==> config.mk <==
export PLATFORM = sky130hd
export DESIGN_NAME = at_response_matcher_top_flat
export DESIGN_NICKNAME = d
export VERILOG_FILES = /design/src/rtl/atrm_pkg.sv /design/src/rtl/atrm_ifs.sv /design/src/rtl/at_response_matcher_top.sv /design/src/rtl/atrm_regs.sv /design/src/rtl/atrm_front.sv /design/src/rtl/atrm_back.sv /design/src/flat_wrapper.sv
export SDC_FILE = /design/constraint.sdc
export NUM_CORES = 2
export LEC_CHECK = 0
export BUFFER_PORTS_ARGS = -buffer_cell sky130_fd_sc_hd__buf_2
export CELL_PAD_IN_SITES_DETAIL_PLACEMENT = 1
export CELL_PAD_IN_SITES_GLOBAL_PLACEMENT = 1
export CORE_MARGIN = 5
export CORE_UTILIZATION = 37
export DETAILED_ROUTE_END_ITERATION = 12
export PLACE_DENSITY_LB_ADDON = 0.1
export SYNTH_ARGS = -nofsm -noshare
export SYNTH_HDL_FRONTEND = slang
export SYNTH_SLANG_ARGS = --single-unit
==> constraint.sdc <==
create_clock -name clk -period 11.4 [get_ports clk]
set_clock_uncertainty 0.15 [all_clocks]
set_input_delay 0.57 -clock clk [delete_from_list [all_inputs] [get_ports clk]]
set_output_delay 0.57 -clock clk [all_outputs]
set_load 0.02 [all_outputs]
==> src/rtl/atrm_pkg.sv <==
package atrm_pkg;

	localparam int MODE_W      = 2;
	localparam int BYTE_W      = 8;
	localparam int AMOUNT_W    = 32;
	localparam int EVENT_W     = 3;
	localparam int COUNT_OUT_W = 9;

	localparam int CFG_DATA_W  = 64;
	localparam int CFG_ADDR_W  = 6;
	localparam int CFG_IDX_W   = 3;
	localparam int PAT_REG_W   = 128;
	localparam int LEN_REG_W   = 5;
	localparam int LIMIT_W     = 32;

	localparam int DEF_BUFFER_BYTES = 512;
	localparam int DEF_MAX_PATTERN  = 16;
	localparam int QUEUE_DEPTH      = 2;

	localparam logic [LIMIT_W-1:0] TIMEOUT_RESET = 32'd1000;

	localparam logic [BYTE_W-1:0] CH_CR   = 8'h0D;
	localparam logic [BYTE_W-1:0] CH_LF   = 8'h0A;
	localparam logic [BYTE_W-1:0] CH_PLUS = 8'h2B;

	// Register indexes (byte address / 8)
	localparam logic [CFG_IDX_W-1:0] REG_SUCC_LO = 3'd0;
	localparam logic [CFG_IDX_W-1:0] REG_SUCC_HI = 3'd1;
	localparam logic [CFG_IDX_W-1:0] REG_SUCC_LEN = 3'd2;
	localparam logic [CFG_IDX_W-1:0] REG_FAIL_LO = 3'd3;
	localparam logic [CFG_IDX_W-1:0] REG_FAIL_HI = 3'd4;
	localparam logic [CFG_IDX_W-1:0] REG_FAIL_LEN = 3'd5;
	localparam logic [CFG_IDX_W-1:0] REG_TIMEOUT = 3'd6;

	// Input mode codes
	localparam logic [MODE_W-1:0] MODE_START = 2'd0;
	localparam logic [MODE_W-1:0] MODE_BYTE  = 2'd1;
	localparam logic [MODE_W-1:0] MODE_TICK  = 2'd2;

	typedef enum logic [EVENT_W-1:0] {
		EV_NONE    = 3'd0,
		EV_SUCCESS = 3'd1,
		EV_FAIL    = 3'd2,
		EV_TIMEOUT = 3'd3,
		EV_REJECT  = 3'd4
	} ev_t;

	typedef enum logic [1:0] {
		OP_START,
		OP_BYTE,
		OP_TICK,
		OP_NOP
	} op_t;

	typedef struct packed {
		op_t                 op;
		logic [BYTE_W-1:0]   rx_byte;
		logic [AMOUNT_W-1:0] amount;
	} item_t;

	typedef struct packed {
		logic [PAT_REG_W-1:0] succ_pat;
		logic [LEN_REG_W-1:0] succ_len;
		logic [PAT_REG_W-1:0] fail_pat;
		logic [LEN_REG_W-1:0] fail_len;
		logic [LIMIT_W-1:0]   timeout;
	} cfg_t;

endpackage

==> src/rtl/atrm_ifs.sv <==
interface atrm_in_if import atrm_pkg::*; ();
	logic                valid;
	logic                ready;
	logic [MODE_W-1:0]   mode;
	logic [BYTE_W-1:0]   rx_byte;
	logic [AMOUNT_W-1:0] elapsed_amount;

	modport source (output valid, output mode, output rx_byte, output elapsed_amount,
		input ready);
	modport sink (input valid, input mode, input rx_byte, input elapsed_amount,
		output ready);
endinterface

interface atrm_out_if import atrm_pkg::*; ();
	logic                   valid;
	logic                   ready;
	logic [EVENT_W-1:0]     event_res;
	logic                   busy_flag;
	logic [COUNT_OUT_W-1:0] received_count;

	modport source (output valid, output event_res, output busy_flag, output received_count,
		input ready);
	modport sink (input valid, input event_res, input busy_flag, input received_count,
		output ready);
endinterface

==> src/rtl/at_response_matcher_top.sv <==
// AT command response matcher. Write the success and fail patterns, their lengths and
// the timeout limit over the APB port while the block is idle, then stream words in:
// mode 0 opens an exchange (or is answered with a busy reject), mode 1 delivers a
// received byte, mode 2 adds elapsed time. Every input word yields exactly one result
// word carrying the event code, the busy flag after the word and the stored byte count.
// Throughput is one word per cycle while the receiver keeps up. A result word passes
// through the two-entry input queue, at whose head the combinational window compare of
// both patterns runs, and then sits in the output register until the receiver takes it.
// The queue and the output register absorb short stalls on either side; a long receiver
// stall fills the queue and back-pressures the sender.
// No clearing pass follows reset: the byte window lives in flip-flops that reset clears
// at once.
module at_response_matcher_top import atrm_pkg::*; #(
	parameter int BUFFER_BYTES = DEF_BUFFER_BYTES,
	parameter int MAX_PATTERN  = DEF_MAX_PATTERN
) (
	input  logic                  clk,
	input  logic                  arst_n,
	atrm_in_if.sink               in_ch,
	atrm_out_if.source            out_ch,
	input  logic                  psel,
	input  logic                  penable,
	input  logic                  pwrite,
	input  logic [CFG_ADDR_W-1:0] paddr,
	input  logic [CFG_DATA_W-1:0] pwdata,
	output logic [CFG_DATA_W-1:0] prdata,
	output logic                  pready
);

	cfg_t  cfg;
	logic  q_valid;
	item_t q_item;
	logic  q_pop;

	// Configuration registers, read back through a plain mux
	atrm_regs u_regs (
		.clk     (clk),
		.arst_n  (arst_n),
		.psel    (psel),
		.penable (penable),
		.pwrite  (pwrite),
		.paddr   (paddr),
		.pwdata  (pwdata),
		.prdata  (prdata),
		.pready  (pready),
		.cfg     (cfg)
	);

	// Front: accept and classify words, hold them in the queue
	atrm_front u_front (
		.clk     (clk),
		.arst_n  (arst_n),
		.in_ch   (in_ch),
		.q_valid (q_valid),
		.q_item  (q_item),
		.q_pop   (q_pop)
	);

	// Back: exchange state, pattern match, output register
	atrm_back #(
		.BUFFER_BYTES (BUFFER_BYTES),
		.MAX_PATTERN  (MAX_PATTERN)
	) u_back (
		.clk     (clk),
		.arst_n  (arst_n),
		.cfg     (cfg),
		.q_valid (q_valid),
		.q_item  (q_item),
		.q_pop   (q_pop),
		.out_ch  (out_ch)
	);

endmodule

==> src/rtl/atrm_regs.sv <==
module atrm_regs import atrm_pkg::*; (
	input  logic                  clk,
	input  logic                  arst_n,
	input  logic                  psel,
	input  logic                  penable,
	input  logic                  pwrite,
	input  logic [CFG_ADDR_W-1:0] paddr,
	input  logic [CFG_DATA_W-1:0] pwdata,
	output logic [CFG_DATA_W-1:0] prdata,
	output logic                  pready,
	output cfg_t                  cfg
);

	cfg_t                 cfg_q;
	logic                 wr_en;
	logic [CFG_IDX_W-1:0] idx;

	assign pready = 1'b1;
	assign wr_en  = psel && penable && pwrite;
	assign idx    = paddr[CFG_ADDR_W-1 -: CFG_IDX_W];
	assign cfg    = cfg_q;

	always_ff @(posedge clk or negedge arst_n) begin
		if (!arst_n) begin
			cfg_q.succ_pat <= '0;
			cfg_q.succ_len <= '0;
			cfg_q.fail_pat <= '0;
			cfg_q.fail_len <= '0;
			cfg_q.timeout  <= TIMEOUT_RESET;
		end else if (wr_en) begin
			case (idx)
				REG_SUCC_LO:  cfg_q.succ_pat[63:0]   <= pwdata;
				REG_SUCC_HI:  cfg_q.succ_pat[127:64] <= pwdata;
				REG_SUCC_LEN: cfg_q.succ_len         <= pwdata[LEN_REG_W-1:0];
				REG_FAIL_LO:  cfg_q.fail_pat[63:0]   <= pwdata;
				REG_FAIL_HI:  cfg_q.fail_pat[127:64] <= pwdata;
				REG_FAIL_LEN: cfg_q.fail_len         <= pwdata[LEN_REG_W-1:0];
				REG_TIMEOUT:  cfg_q.timeout          <= pwdata[LIMIT_W-1:0];
				default: ;
			endcase
		end
	end

	always_comb begin
		case (idx)
			REG_SUCC_LO:  prdata = cfg_q.succ_pat[63:0];
			REG_SUCC_HI:  prdata = cfg_q.succ_pat[127:64];
			REG_SUCC_LEN: prdata = CFG_DATA_W'(cfg_q.succ_len);
			REG_FAIL_LO:  prdata = cfg_q.fail_pat[63:0];
			REG_FAIL_HI:  prdata = cfg_q.fail_pat[127:64];
			REG_FAIL_LEN: prdata = CFG_DATA_W'(cfg_q.fail_len);
			REG_TIMEOUT:  prdata = CFG_DATA_W'(cfg_q.timeout);
			default:      prdata = '0;
		endcase
	end

endmodule

==> src/rtl/atrm_front.sv <==
module atrm_front import atrm_pkg::*; (
	input  logic  clk,
	input  logic  arst_n,
	atrm_in_if.sink in_ch,
	output logic  q_valid,
	output item_t q_item,
	input  logic  q_pop
);

	localparam int PTR_W = (QUEUE_DEPTH > 1) ? $clog2(QUEUE_DEPTH) : 1;
	localparam int CNT_W = $clog2(QUEUE_DEPTH + 1);

	item_t            mem_q [QUEUE_DEPTH];
	logic [PTR_W-1:0] wr_ptr_q;
	logic [PTR_W-1:0] rd_ptr_q;
	logic [CNT_W-1:0] cnt_q;
	logic             push;
	logic             pop;
	item_t            cls;

	// Classify the word by mode
	always_comb begin
		cls.rx_byte = in_ch.rx_byte;
		cls.amount  = in_ch.elapsed_amount;
		case (in_ch.mode)
			MODE_START: cls.op = OP_START;
			MODE_BYTE:  cls.op = OP_BYTE;
			MODE_TICK:  cls.op = OP_TICK;
			default:    cls.op = OP_NOP;
		endcase
	end

	assign in_ch.ready = (32'(cnt_q) != QUEUE_DEPTH);
	assign push        = in_ch.valid && in_ch.ready;
	assign q_valid     = (cnt_q != '0);
	assign pop         = q_pop && q_valid;
	assign q_item      = mem_q[rd_ptr_q];

	always_ff @(posedge clk) begin
		if (push) begin
			mem_q[wr_ptr_q] <= cls;
		end
	end

	always_ff @(posedge clk or negedge arst_n) begin
		if (!arst_n) begin
			wr_ptr_q <= '0;
			rd_ptr_q <= '0;
			cnt_q    <= '0;
		end else begin
			if (push) begin
				wr_ptr_q <= (32'(wr_ptr_q) == QUEUE_DEPTH - 1) ? '0 : wr_ptr_q + 1'b1;
			end
			if (pop) begin
				rd_ptr_q <= (32'(rd_ptr_q) == QUEUE_DEPTH - 1) ? '0 : rd_ptr_q + 1'b1;
			end
			if (push && !pop) begin
				cnt_q <= cnt_q + 1'b1;
			end else if (pop && !push) begin
				cnt_q <= cnt_q - 1'b1;
			end
		end
	end

endmodule

==> src/rtl/atrm_back.sv <==
module atrm_back import atrm_pkg::*; #(
	parameter int BUFFER_BYTES = DEF_BUFFER_BYTES,
	parameter int MAX_PATTERN  = DEF_MAX_PATTERN
) (
	input  logic  clk,
	input  logic  arst_n,
	input  cfg_t  cfg,
	input  logic  q_valid,
	input  item_t q_item,
	output logic  q_pop,
	atrm_out_if.source out_ch
);

	localparam int CNT_W = $clog2(BUFFER_BYTES);
	localparam int LEN_W = $clog2(MAX_PATTERN + 1);
	localparam int PAT_W = 8 * MAX_PATTERN;

	logic                 busy_q;
	logic                 prefix_q;
	logic [PAT_W-1:0]     win_q;
	logic [CNT_W-1:0]     cnt_q;
	logic [LIMIT_W-1:0]   elapsed_q;

	logic                 out_valid_q;
	ev_t                  ev_q;
	logic                 obusy_q;
	logic [COUNT_OUT_W-1:0] ocnt_q;

	logic                 take;
	logic [PAT_W-1:0]     win_byte;
	logic [PAT_W-1:0]     b_top;
	logic [CNT_W-1:0]     cnt_inc;
	logic [LEN_W-1:0]     slen;
	logic [LEN_W-1:0]     flen;
	logic [PAT_W-1:0]     s_pat;
	logic [PAT_W-1:0]     f_pat;
	logic [PAT_W-1:0]     s_align;
	logic [PAT_W-1:0]     f_align;
	logic [MAX_PATTERN-1:0] s_ok;
	logic [MAX_PATTERN-1:0] f_ok;
	logic                 s_match;
	logic                 f_match;
	logic [BYTE_W-1:0]    s_last;
	logic                 s_is_prefix;
	logic                 b_eol;
	logic                 room;
	logic [AMOUNT_W:0]    sum;
	logic [LIMIT_W-1:0]   sum_sat;

	logic                 busy_nx;
	logic                 prefix_nx;
	logic [PAT_W-1:0]     win_nx;
	logic [CNT_W-1:0]     cnt_nx;
	logic [LIMIT_W-1:0]   elapsed_nx;
	ev_t                  ev_nx;
	logic [31:0]          cnt_ext;

	assign take  = q_valid && (!out_valid_q || out_ch.ready);
	assign q_pop = take;

	// Window after shifting in the new byte, newest at the top
	assign b_top    = PAT_W'(q_item.rx_byte) << (PAT_W - 8);
	assign win_byte = (win_q >> 8) | b_top;
	assign cnt_inc  = cnt_q + 1'b1;
	assign room     = (32'(cnt_q) < BUFFER_BYTES - 1);
	assign b_eol    = (q_item.rx_byte == CH_CR) || (q_item.rx_byte == CH_LF);

	// Saturate lengths and align each pattern to the newest end of the window
	always_comb begin
		slen = (32'(cfg.succ_len) > MAX_PATTERN) ? LEN_W'(MAX_PATTERN) : LEN_W'(cfg.succ_len);
		flen = (32'(cfg.fail_len) > MAX_PATTERN) ? LEN_W'(MAX_PATTERN) : LEN_W'(cfg.fail_len);
		s_pat   = cfg.succ_pat[PAT_W-1:0];
		f_pat   = cfg.fail_pat[PAT_W-1:0];
		s_align = s_pat << {(LEN_W'(MAX_PATTERN) - slen), 3'b000};
		f_align = f_pat << {(LEN_W'(MAX_PATTERN) - flen), 3'b000};
		for (int k = 0; k < MAX_PATTERN; k++) begin
			s_ok[k] = ((k + int'(slen)) < MAX_PATTERN) ||
				(win_byte[8*k +: 8] == s_align[8*k +: 8]);
			f_ok[k] = ((k + int'(flen)) < MAX_PATTERN) ||
				(win_byte[8*k +: 8] == f_align[8*k +: 8]);
		end
		s_match = (slen != '0) && (32'(cnt_inc) >= 32'(slen)) && (&s_ok);
		f_match = (flen != '0) && (32'(cnt_inc) >= 32'(flen)) && (&f_ok);
		s_last  = s_align[PAT_W-1 -: 8];
		s_is_prefix = (s_pat[7:0] == CH_PLUS) && (s_last != CH_CR) && (s_last != CH_LF);
	end

	// Saturating elapsed time
	assign sum     = {1'b0, elapsed_q} + {1'b0, q_item.amount};
	assign sum_sat = sum[AMOUNT_W] ? '1 : sum[LIMIT_W-1:0];

	always_comb begin
		busy_nx    = busy_q;
		prefix_nx  = prefix_q;
		win_nx     = win_q;
		cnt_nx     = cnt_q;
		elapsed_nx = elapsed_q;
		ev_nx      = EV_NONE;
		case (q_item.op)
			OP_START: begin
				if (busy_q) begin
					ev_nx = EV_REJECT;
				end else begin
					busy_nx    = 1'b1;
					prefix_nx  = 1'b0;
					win_nx     = '0;
					cnt_nx     = '0;
					elapsed_nx = '0;
				end
			end
			OP_BYTE: begin
				if (busy_q && room) begin
					win_nx     = win_byte;
					cnt_nx     = cnt_inc;
					elapsed_nx = '0;
					if (prefix_q) begin
						if (b_eol) begin
							busy_nx = 1'b0;
							ev_nx   = EV_SUCCESS;
						end
					end else if (s_match) begin
						if (s_is_prefix) begin
							prefix_nx = 1'b1;
						end else begin
							busy_nx = 1'b0;
							ev_nx   = EV_SUCCESS;
						end
					end else if (f_match) begin
						busy_nx = 1'b0;
						ev_nx   = EV_FAIL;
					end
				end
			end
			OP_TICK: begin
				if (busy_q) begin
					if (sum_sat >= cfg.timeout) begin
						busy_nx    = 1'b0;
						elapsed_nx = '0;
						ev_nx      = EV_TIMEOUT;
					end else begin
						elapsed_nx = sum_sat;
					end
				end
			end
			default: ;
		endcase
		cnt_ext = 32'(cnt_nx);
	end

	always_ff @(posedge clk or negedge arst_n) begin
		if (!arst_n) begin
			busy_q    <= 1'b0;
			prefix_q  <= 1'b0;
			win_q     <= '0;
			cnt_q     <= '0;
			elapsed_q <= '0;
		end else if (take) begin
			busy_q    <= busy_nx;
			prefix_q  <= prefix_nx;
			win_q     <= win_nx;
			cnt_q     <= cnt_nx;
			elapsed_q <= elapsed_nx;
		end
	end

	always_ff @(posedge clk or negedge arst_n) begin
		if (!arst_n) begin
			out_valid_q <= 1'b0;
		end else if (take) begin
			out_valid_q <= 1'b1;
		end else if (out_ch.ready) begin
			out_valid_q <= 1'b0;
		end
	end

	always_ff @(posedge clk) begin
		if (take) begin
			ev_q    <= ev_nx;
			obusy_q <= busy_nx;
			ocnt_q  <= cnt_ext[COUNT_OUT_W-1:0];
		end
	end

	assign out_ch.valid          = out_valid_q;
	assign out_ch.event_res      = ev_q;
	assign out_ch.busy_flag      = obusy_q;
	assign out_ch.received_count = ocnt_q;

endmodule

==> src/flat_wrapper.sv <==
// flat-port wrapper written by rule: the top's interface ports become plain ports
module at_response_matcher_top_flat import atrm_pkg::*;
#(
	parameter int BUFFER_BYTES = DEF_BUFFER_BYTES,
	parameter int MAX_PATTERN  = DEF_MAX_PATTERN
)
  (clk, arst_n, psel, penable, pwrite, paddr, pwdata, prdata, pready, in_ch_valid, in_ch_mode, in_ch_rx_byte, in_ch_elapsed_amount, in_ch_ready, out_ch_valid, out_ch_event_res, out_ch_busy_flag, out_ch_received_count, out_ch_ready);
  atrm_in_if in_ch_i ();
  atrm_out_if out_ch_i ();
  input  logic clk;
  input  logic arst_n;
  input  logic psel;
  input  logic penable;
  input  logic pwrite;
  input  logic [CFG_ADDR_W-1:0] paddr;
  input  logic [CFG_DATA_W-1:0] pwdata;
  output logic [CFG_DATA_W-1:0] prdata;
  output logic pready;
  input wire logic [$bits(in_ch_i.valid)-1:0] in_ch_valid;
  input wire logic [$bits(in_ch_i.mode)-1:0] in_ch_mode;
  input wire logic [$bits(in_ch_i.rx_byte)-1:0] in_ch_rx_byte;
  input wire logic [$bits(in_ch_i.elapsed_amount)-1:0] in_ch_elapsed_amount;
  output wire logic [$bits(in_ch_i.ready)-1:0] in_ch_ready;
  output wire logic [$bits(out_ch_i.valid)-1:0] out_ch_valid;
  output wire logic [$bits(out_ch_i.event_res)-1:0] out_ch_event_res;
  output wire logic [$bits(out_ch_i.busy_flag)-1:0] out_ch_busy_flag;
  output wire logic [$bits(out_ch_i.received_count)-1:0] out_ch_received_count;
  input wire logic [$bits(out_ch_i.ready)-1:0] out_ch_ready;
  assign in_ch_i.valid = in_ch_valid;
  assign in_ch_i.mode = in_ch_mode;
  assign in_ch_i.rx_byte = in_ch_rx_byte;
  assign in_ch_i.elapsed_amount = in_ch_elapsed_amount;
  assign in_ch_ready = in_ch_i.ready;
  assign out_ch_valid = out_ch_i.valid;
  assign out_ch_event_res = out_ch_i.event_res;
  assign out_ch_busy_flag = out_ch_i.busy_flag;
  assign out_ch_received_count = out_ch_i.received_count;
  assign out_ch_i.ready = out_ch_ready;
  at_response_matcher_top #(.BUFFER_BYTES(BUFFER_BYTES), .MAX_PATTERN(MAX_PATTERN)) u_core (.clk(clk), .arst_n(arst_n), .in_ch(in_ch_i), .out_ch(out_ch_i), .psel(psel), .penable(penable), .pwrite(pwrite), .paddr(paddr), .pwdata(pwdata), .prdata(prdata), .pready(pready));
endmodule
==> results.toml <==
[placement]
dp_slack_ns = 2.996
io_buffers = 194
detailed_place_hpwl_um = 182900
finalWeightedCongestion = 1.048

[cts]
cts_sinks = 563
htree_levels = 3
insertion_delay_ns = 0.70
cts_root_buf = "clkbuf_16"
clkSlewWorstSetupHoldPaths_ns = 0.06
cts_resized = 0
cts_tree = "yes"
cts_buffers = 70
clk_path_buf_depth = 3

[synth]
yosys-top-cells-count = "535 x nand2_1, 460 x dfrtp_1, 410 x mux2_2"
netlist_area_um2 = 44120
synth_cells = 4623
synth.most_common_cell = "nand2_1"
ys_seq_elements = 563
synth-seq-area-share_pct = 33.05
synthFlopType = "dfrtp_1"
syn-num-nets = 4829
ys_types = 110
async_flop_share_pct = 82.77
synth.avg_cell_area_um2 = 9.543
synth-edff-count = 97
synth.top_cell.area_share_pct = 26.09
yosys.area.top_type = "dfrtp_1"
synthTopCellsByArea = "dfrtp_1 26%, mux2_2 10%, mux2i_1 7.0%"
synth_warnings = 0

[detailed_routing]
vias = 41750
drc = 0
wl_per_cell_um = 37.71
wl_um = 236200
ant_nets = 0
viasPerCell = 6.665
dr.first_iter.drc_count = 4825
dr.pass1.iters = 6

[timing]
fin_ws_ns = 2.996
period_minus_slack_ns = 8.404
tightest_slew_ns = 1.368
finalSetupTns_ns = 0
setup_violations = 0
maxSlewViolCount = 0
period_share_pct = 73.72
hold_viol_final = 0
slew_headroom_pct = 6.198
clock.fmax_mhz = 119.0
rsz0062_at_grt = "false"

[cells_and_area]
multi_input_area_um2 = 27430
regArea_um2 = 14580
drive_gt1_share_pct = 22.27
nNetsFinal = 4868
area_growth_pct = 11.89
num-fill-cells = 13350

[global_route]
top_usage_layer = "met2"
grt.total_usage_pct = 36.38
antenna_found_initial = 25
grt_max_degree = 128
grt_pass1_vias = 40640
use_met2_pct = 53.57
grt_overflow = 0
use_met1_pct = 47.96
grt_pass1_wl_um = 326500
grt_use_met3_pct = 9.328

[setup_path]
timing.rr.start = "u_core.u_front.rd_ptr_q$_DFFE_PN0P_"
cp_data_required_time_ns = 11.87
crit_fanout = 31
slowest_stage = "nor2_4"
max_stage_delay_ns = 0.81
critPathCapture = "u_core.u_back.elapsed_q[18]$_DFFE_PN0P_"
critPathArrivalTime_ns = 8.87
regToRegEndpoint = "u_core.u_back.elapsed_q[18]$_DFFE_PN0P_"
endpoint_kind = "flop"
startpoint_type = "flop"
crit_start = "u_core.u_front.rd_ptr_q$_DFFE_PN0P_"
rr_worst_depth = 28
r2r_slack_ns = 3.00
worstSetupPathType = "reg -> reg"
crit_top_cell = "a21o_1"

[run]
cap_violations = 0

[floorplan]
coreArea_um2 = 118200
fp.dieArea_um2 = 126200
start_util_pct = 37.31
ios = 199
rows = 126
die_w_um = 355.3
die_h_um = 355.3

[worst_hold_path]
hp-class = "in -> reg"

[power_and_ir_drop]
power.density_nw_per_um2 = 270.8
leakage_nw = 20.08
ir_drop_mv = 0.1528

[outcome]
run_status = "completed"
-- where the power goes --
part / switching [mW] / leakage, nW / total [mW] / internal [mW]
clock: 0.982 / 1.17 / 2.36 / 1.38
sequential: 0.624 / 6.96 / 3.06 / 2.44
combinational: 5.23 / 11.9 / 7.94 / 2.71
-- flip-flops by register name, summed over array words and instances (netlist names) --
name                                 count
u_core.u_back.win_q                    120
u_core.u_back.cnt_q                      9
u_core.u_back.busy_q                     1
u_core.u_back.out_ch.valid               1
u_core.u_back.out_ch.received_count      9
u_core.u_back.out_ch.event_res           3
u_core.u_front.cnt_q                     2
u_core.u_regs.cfg                      298
u_core.u_back.out_ch.busy_flag           1
u_core.u_back.prefix_q                   1
u_core.u_back.elapsed_q                 32
u_core.u_front.rd_ptr_q                  1
u_core.u_front.mem_q                    84
u_core.u_front.wr_ptr_q                  1
-- metrics by stage --
stage / utilization, % / instances / power (mW) / instance area, µm² / hold WS (ns)
floorplan: - / 4623 / 7.581 / 44120 / 0.1244
global placement: 39.15 / 6064 / 10.61 / 46290 / 0.3288
detailed placement: 39.15 / 6064 / 10.71 / 46290 / 0.3359
CTS: 41.73 / 6255 / 13.14 / 49340 / 0.004344
global route: 41.73 / 6256 / 13.79 / 49340 / 0.04431
finish: 41.75 / 6264 / 13.37 / 49360 / 0.04524
-- how the worst min path moves through the flow --
stage                                                 from                                     end  slack (ns)  depth (start not counted)
finish                                          pwdata[13]       u_core.u_regs.cfg[13]$_DFFE_PN0P_        0.05                          3
global route                                    pwdata[32]       u_core.u_regs.cfg[69]$_DFFE_PN0P_        0.04                          2
CTS                                             pwdata[23]       u_core.u_regs.cfg[23]$_DFFE_PN0P_       0.004                          3
detailed placement  u_core.u_back.elapsed_q[0]$_DFFE_PN0P_  u_core.u_back.elapsed_q[0]$_DFFE_PN0P_        0.34                          2
global placement    u_core.u_back.elapsed_q[0]$_DFFE_PN0P_  u_core.u_back.elapsed_q[0]$_DFFE_PN0P_        0.33                          2
floorplan                                           arst_n        u_core.u_back.busy_q$_DFFE_PN0P_        0.12                          0
-- per-layer routing --
| layer | wire, µm | vias up |
|---|---|---|
| li1 | - | 17460 |
| met1 | 96370 | 21710 |
| met2 | 99680 | 2070 |
| met3 | 22390 | 500 |
| met4 | 17720 | 10 |
| met5 | 64 | - |
-- layout by cell type (no fill, tap or decap), drive strengths merged, types with 93 or more instances in the layout --
master and instances:
a22oi 93, clkbuf 106, dfrtp 460, mux4 116, o21ai 293, inv 108, mux2 410, edfxtp 97
nand2 535, nor2 197, mux2i 311, xnor2 114, buf 317, a21oi 171
-- cell families after synthesis --
group                    share of synthesized area (%)
AO/OA/AOI/OAI                                    17.47
XOR/XNOR                                         3.375
adder cells (fa/ha/maj)                          2.484
AND/OR/NAND/NOR                                  14.93
other                                         0.008500
flip-flops                                       33.05
buffers and inverters                            5.204
multiplexers                                     23.48
-- final cells by class --
cell class	count	area share [%]
Multi-Input combinational cell	3540	55.57
Antenna cell	9	0.04563
Tap cell	1536	3.894
Clock buffer	106	4.170
Timing Repair Buffer	379	5.191
Sequential cell	563	29.54
Clock inverter	23	0.7503
Inverter	108	0.8340
-- critical path, delay by kind of cell (launching register included) --
family | cells | cell delay (ns)
AOI/OAI and AO/OA | 17 | 4.59
buffers and inverters | 1 | 0.24
adders and majority gates | 3 | 0.91
DFF | 1 | 0.50
muxes | 1 | 0.37
and+or+nand+nor | 6 | 1.56
-- what timing repair did --
item	CTS	global route
hold endpoints to repair	213	0
hold buffers	62	0
setup buffers	0	0
No activity file was read; power rests on OpenSTA's default activity.
